`src/rtl/core/spbps_pkg.sv`:
```
// shared types and constants for the split point best prefix/suffix block
// no dependencies
package spbps_pkg;

  localparam int CHR_W = 8;
  localparam int POS_W = 32;
  localparam int VAL_W = 32;
  localparam int SUM_W = 40;
  localparam int COL_W = 3;
  localparam int NCOLS = 4;

  // 1-based column numbers as reported on the result channel
  localparam logic [COL_W-1:0] COL_A = 3'd1;
  localparam logic [COL_W-1:0] COL_B = 3'd2;
  localparam logic [COL_W-1:0] COL_C = 3'd3;
  localparam logic [COL_W-1:0] COL_D = 3'd4;

  typedef logic signed [SUM_W-1:0] sum_t;
  typedef logic signed [VAL_W-1:0] val_t;
  typedef logic [COL_W-1:0]        col_t;

  // controls from the sequencer to every column lane
  typedef struct packed {
    logic acc_en;   // add the row value and store the running sum
    logic clear;    // run finished, zero the column total
    logic sub_en;   // capture upstream and downstream sums of the read row
  } lane_ctl_t;

endpackage

```
`src/rtl/core/spbps_lane.sv`:
```
// one column lane: running total, prefix sum memory and suffix subtract
// depends on spbps_pkg
module spbps_lane
  import spbps_pkg::*;
#(
  parameter int DEPTH = 64,
  parameter int IDX_W = 6
) (
  input  logic             clk,
  input  logic             rst,
  input  lane_ctl_t        ctl,
  input  val_t             value,
  input  logic [IDX_W-1:0] waddr,
  input  logic [IDX_W-1:0] raddr,
  output sum_t             up,
  output sum_t             down
);

  sum_t total;
  sum_t total_next;
  sum_t prefix_q;
  sum_t mem [DEPTH];

  assign total_next = total + SUM_W'(value);

  always_ff @(posedge clk) begin
    if (rst || ctl.clear) begin
      total <= '0;
    end else if (ctl.acc_en) begin
      total <= total_next;
    end
  end

  always_ff @(posedge clk) begin
    if (ctl.acc_en) begin
      mem[waddr] <= total_next;
    end
    prefix_q <= mem[raddr];
  end

  // downstream sum is the run total minus the prefix
  always_ff @(posedge clk) begin
    if (ctl.sub_en) begin
      up   <= prefix_q;
      down <= total - prefix_q;
    end
  end

endmodule

```
`config.mk`:
```
export PLATFORM = sky130hd
export DESIGN_NAME = spbps_lane
export DESIGN_NICKNAME = d
export VERILOG_FILES = /design/src/rtl/core/spbps_pkg.sv /design/src/rtl/core/spbps_lane.sv
export SDC_FILE = /design/constraint.sdc
export NUM_CORES = 2
export LEC_CHECK = 0
export BUFFER_PORTS_ARGS = -buffer_cell sky130_fd_sc_hd__buf_2
export CORE_MARGIN = 10
export CORE_UTILIZATION = 30
export DETAILED_ROUTE_END_ITERATION = 16
export GPL_TIMING_DRIVEN = 0
export PLACE_DENSITY = 0.52
export SYNTH_ARGS = -nofsm -noshare
export SYNTH_HDL_FRONTEND = slang
export SYNTH_SLANG_ARGS = --single-unit
```
`constraint.sdc`:
```
create_clock -name clk -period 9.98 [get_ports clk]
set_input_delay 1.497 -clock clk [delete_from_list [all_inputs] [get_ports clk]]
set_output_delay 1.497 -clock clk [all_outputs]
set_load 0.01 [all_outputs]
```
==> results.md <==
* Gate Count Post-Synth at 4,651
* Port Buffers at 119
* Total Wirelength at 306 mm
* GR Overflow Total at 0
* Synth Area in Compound Gates at 1.79%
* Final min period at 5.26 ns
* Met3 usage at 3.20%
* DRC at 0
* Post-synth top area cell: edfxtp_1
* Measured slew at the worst slew-check pin at 1.44 ns
* CP Capture Type: flop
* Cts hold-fix bufs at 0
* YS warnings at 0
* Mapped Area at 0.106 mm2
* Die area at 0.379 mm2
* Final setup viols at 0
* Largest family of logic cells by synthesized area: multiplexers
* Initial Util at 30.2%
* Mux cell area share after synthesis at 18.0%
* Die width at 616 um
* WP data required at 10.62 ns
* CP startpoint kind: primary input
* RSZ-0062 raised after global routing: no
* Min-Delay Path Class: reg -> reg
* Post-synth EDFFs at 2,640
* Footprint of the multi-input gates at 0.0252 mm2
* Synth unique cells at 85
* First DRT Iteration DRCs at 5,933
* Rel. slew slack at 3.77%
* Hold Slack at 0.438 ns
* Most used DFF post-synth: edfxtp_1
* Height of the die at 616 um
* ANT nets after route at 0
* CP cell instances: clkbuf_1 -> clkbuf_1 -> clkbuf_1 -> mux4_2 -> mux4_2 -> mux4_2
* TritonCTS Sinks at 2,720
* Worst setup margin at 4.72 ns
* Via density at 5.13
* Kind of critical path: in -> reg
* Post-CTS setup buffers at 0
* Largest net degree at the start of global routing at 71
* Syn nets at 4,780
* Wire per inst at 29.9 um
* Pins Over Slew Limit at 0
* Total number of vias at 52.6k
* GRT Total Usage at 15.7%
* Max-cap violations at 0
* Status: finished, final reports clean
* Pre-antenna DRT Iters at 5
* Max Freq at 190 MHz
* PwrDens at 202 mW/mm2
* Floorplan row count at 218
* Vias in the first global route at 53.8k
* GRT met1 Usage at 21.6%
* Synth Register Bits at 2,720
* Fraction of registers with async set/reset at 0%
* Post-Place Worst Slack at 3.84 ns
* Fillcell total at 32.4k
* Synth Area in Adders at 0.954%
* Synth Area in XOR/XNOR at 0.601%
* GPL Wtd Cong at 0.845
* Register area share after synthesis at 76.0%
* Top cells by count, synth: edfxtp_1 (2,640), mux4_2 (833), nor2_1 (139)
* Yosys top cell area share at 74.5%
* Core box area at 0.353 mm2
* Clock slew at reported path FFs at 0.06 ns
* Post-route setup TNS at 0 ns
* Layout area overhead at 19.2%
* GR peak layer: met2
* IO Count at 129
* Worst path slowest cell: clkbuf_1
* Most common cell in the netlist: edfxtp_1
* Share of cells above drive strength 1 at 32.5%
* Crit Path Max Fanout at 10
* CTS Buffer Depth at 4
* CTS buffer count at 294
* Initial antenna violation count at 45
* Detailed placement HPWL at 215 mm
* Post-CTS Resized at 0
* Nets@finish at 5,416
* Avg Cell Area, Syn at 22.9 um2
* GR Layer Usage met2 at 25.4%
* Peak VDD IR at 0.141 mV
* Largest cells by area after synthesis: edfxtp_1 (74%), mux4_2 (18%), dfxtp_1 (1.5%)
* CTS tree: yes
* Pleak at 0.0400 uW
* CP arrival at 5.90 ns
* H-tree depth at 5
* Storage cell area at 0.0809 mm2
* Clk_skew at 0.0574 ns
* First-pass GRT wire length at 426 mm
* Final Hold Vio Count at 0
* Worst-Skew Late Latency at 0.86 ns
* Simple logic cell fraction of the synthesized area at 1.48%
* Worst path max stage delay at 1.06 ns
* Period utilization at 52.7%
* Clk root buf: clkbuf_16
stage by stage:
step	total power, uW	std cells	util [%]	area [um2]
2_1_floorplan	14400	4651	-	106000
3_3_place_gp	15300	9500	32.0	113000
3_5_place_dp	15500	9721	33.4	118000
4_1_cts	25800	10230	35.9	127000
5_1_grt	26400	10231	35.9	127000
6_report	25600	10242	35.9	127000
cell usage in the layout, fill, tap and decap left out, types with 23 or more instances in the layout:
master	count
ha_1	77
mux2i_1	36
clkbuf_1	195
mux4_2	833
nor2_1	78
inv_1	62
buf_2	195
buf_12	123
clkinv_2	40
nor2_4	61
edfxtp_1	2640
dfxtp_1	80
nand2_1	76
clkinv_1	52
clkbuf_16	299
a21oi_1	79
o21ai_0	31
xnor2_1	23
buf_8	42
buf_1	24
a21o_1	37
buf_6	41
sequential cells by signal, summed over array words and instances (netlist names):
register	count
up	40
prefix_q	40
mem	2560
total	40
down	40
worst max-delay path, delay by kind of cell:
kind,cells,cell delay [ns]
buf+inv,3,2.68
mux,3,1.68
power breakdown:
group	internal [uW]	switching [uW]	leakage, uW	total (uW)
registers	13000	63.1	0.0245	13100
clock network	5980	4370	0.00440	10300
logic	762	1440	0.0112	2200
routing by layer:
layer	wire length (um)	part of all wire (%)	vias up
met5	24	0.0078	-
li1	-	-	21112
met3	23700	7.8	467
met2	145000	48	2206
met1	128000	42	28762
met4	8600	2.8	4
layout make-up:
type	count	area share, %
diodes	12	0.0237
plain buffers	236	0.809
clock buffers	379	6.17
clock inverters	130	0.906
inverters	63	0.186
multi-input cells	1632	19.9
flip-flops and latches	2720	63.8
well taps	4730	4.67
repair buffers	340	3.58
worst paths after layout:
| path | startpoint | endpoint | slack, ns | cells past startpoint |
|---|---|---|---|---|
| min reg2reg | prefix_q[9] | up[9] | 0.44 | 0 |
| max reg2reg | total[24] | mem[59][39] | 5.53 | 10 |
| max | raddr[1] | prefix_q[8] | 4.72 | 6 |
| min | prefix_q[9] | up[9] | 0.44 | 0 |
cell families after synthesis:
family                   count (synthesis)
flip-flops                            2720
multiplexers                           876
AND/OR/NAND/NOR                        334
buffers and inverters                  299
AO/OA/AOI/OAI                          269
adder cells (fa/ha/maj)                 80
XOR/XNOR                                73
No activity file was read; power rests on OpenSTA's default activity.
