<file path="src/rtl/core/spbps_pkg.sv">
// shared types and constants for the split point best prefix/suffix block
// no dependencies
package spbps_pkg;

  localparam int CHR_W = 8;
  localparam int POS_W = 32;
  localparam int VAL_W = 32;
  localparam int SUM_W = 40;
  localparam int COL_W = 3;
  localparam int NCOLS = 4;

  // 1-based column numbers as reported on the result channel
  localparam logic [COL_W-1:0] COL_A = 3'd1;
  localparam logic [COL_W-1:0] COL_B = 3'd2;
  localparam logic [COL_W-1:0] COL_C = 3'd3;
  localparam logic [COL_W-1:0] COL_D = 3'd4;

  typedef logic signed [SUM_W-1:0] sum_t;
  typedef logic signed [VAL_W-1:0] val_t;
  typedef logic [COL_W-1:0]        col_t;

  // controls from the sequencer to every column lane
  typedef struct packed {
    logic acc_en;   // add the row value and store the running sum
    logic clear;    // run finished, zero the column total
    logic sub_en;   // capture upstream and downstream sums of the read row
  } lane_ctl_t;

endpackage

</file>
<file path="src/rtl/core/spbps_merge.sv">
// merges the four lane sums into the best value and its column, first wins ties
// depends on spbps_pkg
module spbps_merge
  import spbps_pkg::*;
(
  input  logic clk,
  input  logic load,
  input  sum_t s0,
  input  sum_t s1,
  input  sum_t s2,
  input  sum_t s3,
  output sum_t best,
  output col_t col
);

  sum_t lo_best;
  sum_t hi_best;
  col_t lo_col;
  col_t hi_col;

  // pairwise stage, registered
  always_ff @(posedge clk) begin
    if (load) begin
      if (s1 > s0) begin
        lo_best <= s1;
        lo_col  <= COL_B;
      end else begin
        lo_best <= s0;
        lo_col  <= COL_A;
      end
      if (s3 > s2) begin
        hi_best <= s3;
        hi_col  <= COL_D;
      end else begin
        hi_best <= s2;
        hi_col  <= COL_C;
      end
    end
  end

  // final pick, lower pair wins on ties
  always_comb begin
    if (hi_best > lo_best) begin
      best = hi_best;
      col  = hi_col;
    end else begin
      best = lo_best;
      col  = lo_col;
    end
  end

endmodule

</file>
<file path="config.mk">
export PLATFORM = sky130hd
export DESIGN_NAME = spbps_merge
export DESIGN_NICKNAME = d
export VERILOG_FILES = /design/src/rtl/core/spbps_pkg.sv /design/src/rtl/core/spbps_merge.sv
export SDC_FILE = /design/constraint.sdc
export NUM_CORES = 1
export LEC_CHECK = 0
export BUFFER_PORTS_ARGS = -buffer_cell sky130_fd_sc_hd__buf_2
export CAP_MARGIN = 15
export CELL_PAD_IN_SITES_DETAIL_PLACEMENT = 1
export CELL_PAD_IN_SITES_GLOBAL_PLACEMENT = 1
export CORE_MARGIN = 8
export CORE_UTILIZATION = 30
export CTS_BUF_LIST = sky130_fd_sc_hd__clkbuf_8
export DETAILED_ROUTE_END_ITERATION = 8
export PLACE_DENSITY_LB_ADDON = 0.3
export SYNTH_ARGS = -nofsm -noshare
export SYNTH_HDL_FRONTEND = slang
export SYNTH_SLANG_ARGS = --single-unit
</file>
<file path="constraint.sdc">
create_clock -name clk -period 3.08 [get_ports clk]
set_input_delay 0.462 -clock clk [delete_from_list [all_inputs] [get_ports clk]]
set_output_delay 0.462 -clock clk [all_outputs]
set_load 0.01 [all_outputs]
</file>
==> results.toml, run 1 <==
[routing]
wl_per_cell_microns = 19.8
wl_microns = 35700
dr.first_iter.drc_count = 403
remaining_drc_errors = 0
firstDrtPassIters = 4
route.vias.total = 9519
ant_nets = 0
via_per_inst = 5.29

[global_routing]
grt_pass1_wl_microns = 55700
overflow = 0
grt_pass1_vias = 9922
grt_antenna_before_repair = 1
grt_max_degree = 98
grt_usage = 0.184

[clock_network]
hold_buffers = 0
clockRootBuffer = "clkbuf_8"
cts_sinks = 84
h-tree-depth = 3
cts_buffer_depth = 2
cts_made_buffers = 9
clk_pin_slew_ns = 0.09
cts_tree = "built"

[cells_and_area]
fin_nets = 1674
instances_no_fill = 1798
diodes = 0
drive_above_1_share = 0.329
final_util = 0.401
area_delta_synth_final_pct = 33.0

[sta]
postLayoutSetupSlackWorst_ns = -0.577
fmax_mhz = 273
worst_pin_slew_ns = 0.910
holdWs_ns = 0.400
slew-limit-headroom = 0.394
drv_slew = 0
tns_ns = -22.92
fin_crit_sh = 1.19
finalSetupViolCount = 43
hold_violations = 0
rsz0062_at_grt = "yes"
period_minus_slack_ns = 3.66

[min_path]
hold_end = "hi_best[14]"
hp-class = "in2reg"
worstHoldPathCells = 2
holdCritStartpoint = "s3[14]"

[setup_path]
worst_path_most_repeated_cell = "buf_4"
required_ns = 2.62
cp_slowest_cell = "edfxtp_1"
worstSetupEndpointType = "output port"
worstSetupPathType = "reg2out"
slowest_delay_ns = 0.44
worst_setup_path_start_kind = "register"
cp_max_fo = 8
crit_start = "hi_best[35]"
critPathArrivalTime_ns = 3.19
cp_cell_sequence = "ha_4 -> nand4_1 -> buf_4 -> nor4_4 -> buf_4 -> o2bb2ai_2 -> nor3_4 -> buf_6 -> buf_12 -> clkbuf_16 -> a311o_1 -> buf_2"

[power]
leakagePower_nw = 5.95
ir_worst_vdd_mv = 0.174
power.density_mw_per_mm2 = 471
power_w = 0.00592

[run]
maxCapViolCount = 0

[floorplan]
fp.dieH_microns = 193
dieArea_sq_mm = 0.0374
io_pins = 205
num_rows = 65
coreArea_sq_mm = 0.0313
start_util = 0.302
die_x_microns = 193

[synth]
synth_edf_count = 84
avgSynthCellArea_sq_um = 8.70
yosysMostFrequentCell = "inv_1"
synth_nets = 1368
synth_area_leader_cell = "edfxtp_1"
synth_compound_area_frac = 0.197
synth.mux.area_fraction = 0.0923
synth_top_family_by_area = "compound AO/OA/AOI/OAI gates"
yosys.area_share.adder = 0.159
yosysSeqAreaShare = 0.267
yosys-top-cells-area = "edfxtp_1 (27%), ha_1 (16%), a211oi_1 (6.3%)"
ys_ff_latch = 84
synth_commonest_cells = "inv_1 (125), ha_1 (120), nand3_1 (85)"
syn_area_sq_mm = 0.00944
synth_warnings = 0
yosysTopAreaCellShare = 0.267
synth-simple-area-share = 0.187
synth_cell_types = 52
synth_async_sr_flop_share = 0
synthXorXnorAreaFrac = 0.000927
syn_inst = 1086
ys.flop_type = "edfxtp_1"

[place]
dp.cells = 1765
hpwl_microns = 26900
portBuffers = 204
gp_congestion = 0.800

[outcome]
violations = "negative setup slack"
status = "complete, but fails checks"
## cell families (layout without fill, tap and decap cells)
group,count (synthesis),after routing
flops,84,84
fa+ha+maj,120,120
buf+inv,210,520
simple gates,327,327
compound gates,262,262
mux,82,82
xor+xnor,1,1
## stage by stage
stage | worst slack (ns) | area (sq um)
after floorplan | 0.224 | 9440
after global placement | -0.272 | 11900
after detailed placement | -0.419 | 11900
after CTS | -0.660 | 12500
after global routing | -0.792 | 12600
final | -0.577 | 12600
## where the power goes
part / switching, W / internal, W / total, W
combinational: 0.00187 / 0.00170 / 0.00357
sequential: 0.000122 / 0.00146 / 0.00158
clock: 0.000419 / 0.000359 / 0.000778
total: 0.00241 / 0.00351 / 0.00592
## worst max-delay path: cells and delay by family, from the launching register on
family / cells / cell delay, ns
fa+ha+maj: 1 / 0.30
flops: 1 / 0.44
buf+inv: 6 / 1.01
compound gates: 2 / 0.46
simple gates: 3 / 0.60
## worst max path at each step
| stage | to | slack (ns) | depth (start not counted) |
|---|---|---|---|
| 3_5_place_dp | best[18] | -0.42 | 13 |
| 3_3_place_gp | best[18] | -0.27 | 12 |
| 2_1_floorplan | best[19] | 0.22 | 11 |
| 6_report | best[12] | -0.58 | 12 |
| 5_1_grt | best[13] | -0.79 | 13 |
| 4_1_cts | best[18] | -0.66 | 14 |
## cell usage in the layout (no fill, tap or decap), types with 3 or more instances in the layout
cell type    n
o21ai_0     12
a211oi_1    78
buf_2      200
buf_6        6
clkbuf_8     9
mux2_2      34
a21oi_1     81
nor4_1      42
nand3_1     85
nor2b_1      4
and4_1       4
mux2i_1     40
a21o_1      21
ha_4         3
nor2_1      43
nand2_1     60
nor2_2       7
nand4_1     23
ha_1       117
buf_12      16
nor4_4       3
nand2b_1    41
a311o_1     41
o211ai_1     5
inv_1      128
buf_4      146
buf_16       7
mux2_1       7
edfxtp_1    84
## layer usage
metal,GRT usage,vias up,share of wire
li1,-,4682,-
met1,0.249,4635,0.49
met2,0.309,179,0.47
met3,0.0309,21,0.035
met4,0.0311,2,0.0088
met5,0,-,0.00034
## layout make-up
class | instances | area (sq um)
fill | 3734 | 18700
multi-input combinational | 792 | 6150
timing repair buffer | 378 | 2740
sequential | 84 | 2520
tap | 402 | 503
inverter | 127 | 477
clock buffer | 9 | 124
clock inverter | 6 | 50.0
## timing repair
action,in CTS,in global routing
hold endpoints to repair,0,0
buffers inserted,9,1
endpoints found under the setup margin,43,43
gates cloned,7,2
resized for setup,29,9
pin swaps,43,17
## sequential cells by signal, summed over array words and instances (netlist names)
register  flops
lo_best      40
hi_best      40
hi_col        2
lo_col        2
No activity file was read; power rests on OpenSTA's default activity.
==> inputs of run 2 (changes only) <==
--- a/config.mk
+++ b/config.mk
@@ -9,10 +9,12 @@
 export CAP_MARGIN = 15
 export CELL_PAD_IN_SITES_DETAIL_PLACEMENT = 1
 export CELL_PAD_IN_SITES_GLOBAL_PLACEMENT = 1
+export CORE_ASPECT_RATIO = 0.9
 export CORE_MARGIN = 8
-export CORE_UTILIZATION = 30
+export CORE_UTILIZATION = 43
 export CTS_BUF_LIST = sky130_fd_sc_hd__clkbuf_8
 export DETAILED_ROUTE_END_ITERATION = 8
+export HOLD_SLACK_MARGIN = 0.03
 export PLACE_DENSITY_LB_ADDON = 0.3
 export SYNTH_ARGS = -nofsm -noshare
 export SYNTH_HDL_FRONTEND = slang
==> run 2 against run 1 <==
  * The run still ends with negative setup slack left
  * Critical endpoint is now best[22]
  * Core utilization increased by 18 points
  * Cell area fell by 0.62%
  * Highest routed layer unchanged
  * Non-clock buffer count grew 9
  * Worst setup slack got worse by 0.22 ns
==> results.toml, run 2 (synthesis results as in run 1) <==
[sta]
slew-limit-headroom = 0.254
rsz0062_at_grt = "yes"
period_minus_slack_ns = 3.87
worst_pin_slew_ns = 1.12
hold_violations = 0
drv_slew = 0
fin_crit_sh = 1.26
fmax_mhz = 258
tns_ns = -30.68
finalSetupViolCount = 43
postLayoutSetupSlackWorst_ns = -0.793

[run]
maxCapViolCount = 0

[place]
portBuffers = 204
hpwl_microns = 25200
gp_congestion = 0.825

[setup_path]
worstSetupPathType = "reg2out"
critPathArrivalTime_ns = 3.41
cp_max_fo = 31
required_ns = 2.62
worstSetupEndpointType = "output port"
worst_setup_path_start_kind = "register"

[clock_network]
h-tree-depth = 3
cts_buffer_depth = 2
cts_made_buffers = 9
clk_pin_slew_ns = 0.09
cts_tree = "built"
clockRootBuffer = "clkbuf_8"
cts_sinks = 84

[global_routing]
overflow = 0
grt_pass1_vias = 9977
grt_usage = 0.242
grt_pass1_wl_microns = 52100
grt_max_degree = 125
grt_antenna_before_repair = 2

[routing]
wl_per_cell_microns = 21.5
via_per_inst = 5.95
wl_microns = 36400
firstDrtPassIters = 5
remaining_drc_errors = 0
dr.first_iter.drc_count = 639
route.vias.total = 10100
ant_nets = 0

[cells_and_area]
area_delta_synth_final_pct = 32.2
fin_nets = 1683
final_util = 0.579
final_common_cell = "buf_2"
num-fill-cells = 2612
drive_above_1_share = 0.332
reg.largest.list = "hi_best (40), lo_best (40)"
multi_input_area_sq_mm = 0.00617
regArea_sq_mm = 0.00252
final_cell_mix = "buf_2 (198), buf_4 (156), inv_1 (126)"

[power]
leakagePower_nw = 5.96
ir_worst_vdd_mv = 0.271
power.density_mw_per_mm2 = 491

[floorplan]
die_x_microns = 172
start_util = 0.438
dieArea_sq_mm = 0.0270
coreArea_sq_mm = 0.0216
io_pins = 205
num_rows = 51
fp.dieH_microns = 157

[outcome]
status = "complete, but fails checks"
violations = "negative setup slack"

[min_path]
hp-class = "in2reg"
==> run 2: cell types whose count changed in the layout (fill, tap and decap cells not counted), moves of 3 or more <==
| cell | before | now |
|---|---|---|
| buf_12 | 16 | 11 |
| buf_16 | 7 | 2 |
| buf_4 | 146 | 156 |
| buf_6 | 6 | 9 |
| buf_8 | 0 | 5 |
| clkbuf_16 | 2 | 6 |
| nor2_1 | 43 | 47 |
| nor2_2 | 7 | 1 |
==> run 2: power breakdown <==
part           total, W  internal [W]  switching (W)  leakage [nW]
clock          0.000790      0.000365       0.000424         0.101
sequential      0.00159       0.00146       0.000133         0.823
combinational   0.00375       0.00178        0.00196          5.04
==> run 2: area by class of cell <==
type	instances	share of cell area
Sequential cell	84	0.202
Multi-Input combinational cell	792	0.494
Timing Repair Buffer	387	0.221
Antenna cell	1	0.000200
Tap cell	291	0.0292
Clock buffer	9	0.00992
Clock inverter	7	0.00481
Inverter	127	0.0382
==> run 2: critical path, stage by stage (launching register included) <==
cell and delay (ns):
edfxtp_1 0.49, ha_1 0.37, buf_4 0.12, nand4_1 0.17
nor4_4 0.33, buf_4 0.18, nand4_1 0.12, buf_4 0.21
nand2_1 0.15, buf_12 0.21, nand2_1 0.08, nor2_1 0.16
a311o_1 0.24, buf_2 0.18
==> run 2: per-stage QoR <==
| stage | setup slack [ns] | instances | total power, W | hold WS [ns] | area [sq um] |
|---|---|---|---|---|---|
| detailed placement | -0.432 | 1653 | 0.00474 | 0.771 | 11700 |
| floorplan | 0.224 | 1086 | 0.00345 | 0.574 | 9440 |
| global route | -0.873 | 1698 | 0.00643 | 0.385 | 12500 |
| CTS | -0.605 | 1677 | 0.00565 | 0.390 | 12100 |
| global placement | -0.288 | 1653 | 0.00462 | 0.779 | 11700 |
| finish | -0.793 | 1698 | 0.00613 | 0.399 | 12500 |
==> run 2: metal layers <==
layer,vias to the layer above,track usage,share of wire
met2,357,0.400,0.47
met3,49,0.0358,0.062
met1,4995,0.328,0.45
met4,2,0.0537,0.018
li1,4701,-,-
met5,-,0,0.00027
==> run 2: path summary, 6_finish.rpt <==
check              startpoint          end  depth (start not counted)
setup / recovery  hi_best[17]     best[22]                         13
hold / removal         s2[14]  hi_best[14]                          2
==> run 2: what timing repair did <==
item | in CTS | in global routing
cloned | 0 | 10
gates resized for setup | 17 | 31
pin swaps | 11 | 18
buffers inserted | 8 | 10
hold endpoints to repair | 0 | 0
hold buffers | 0 | 0
endpoints found under the setup margin | 43 | 43
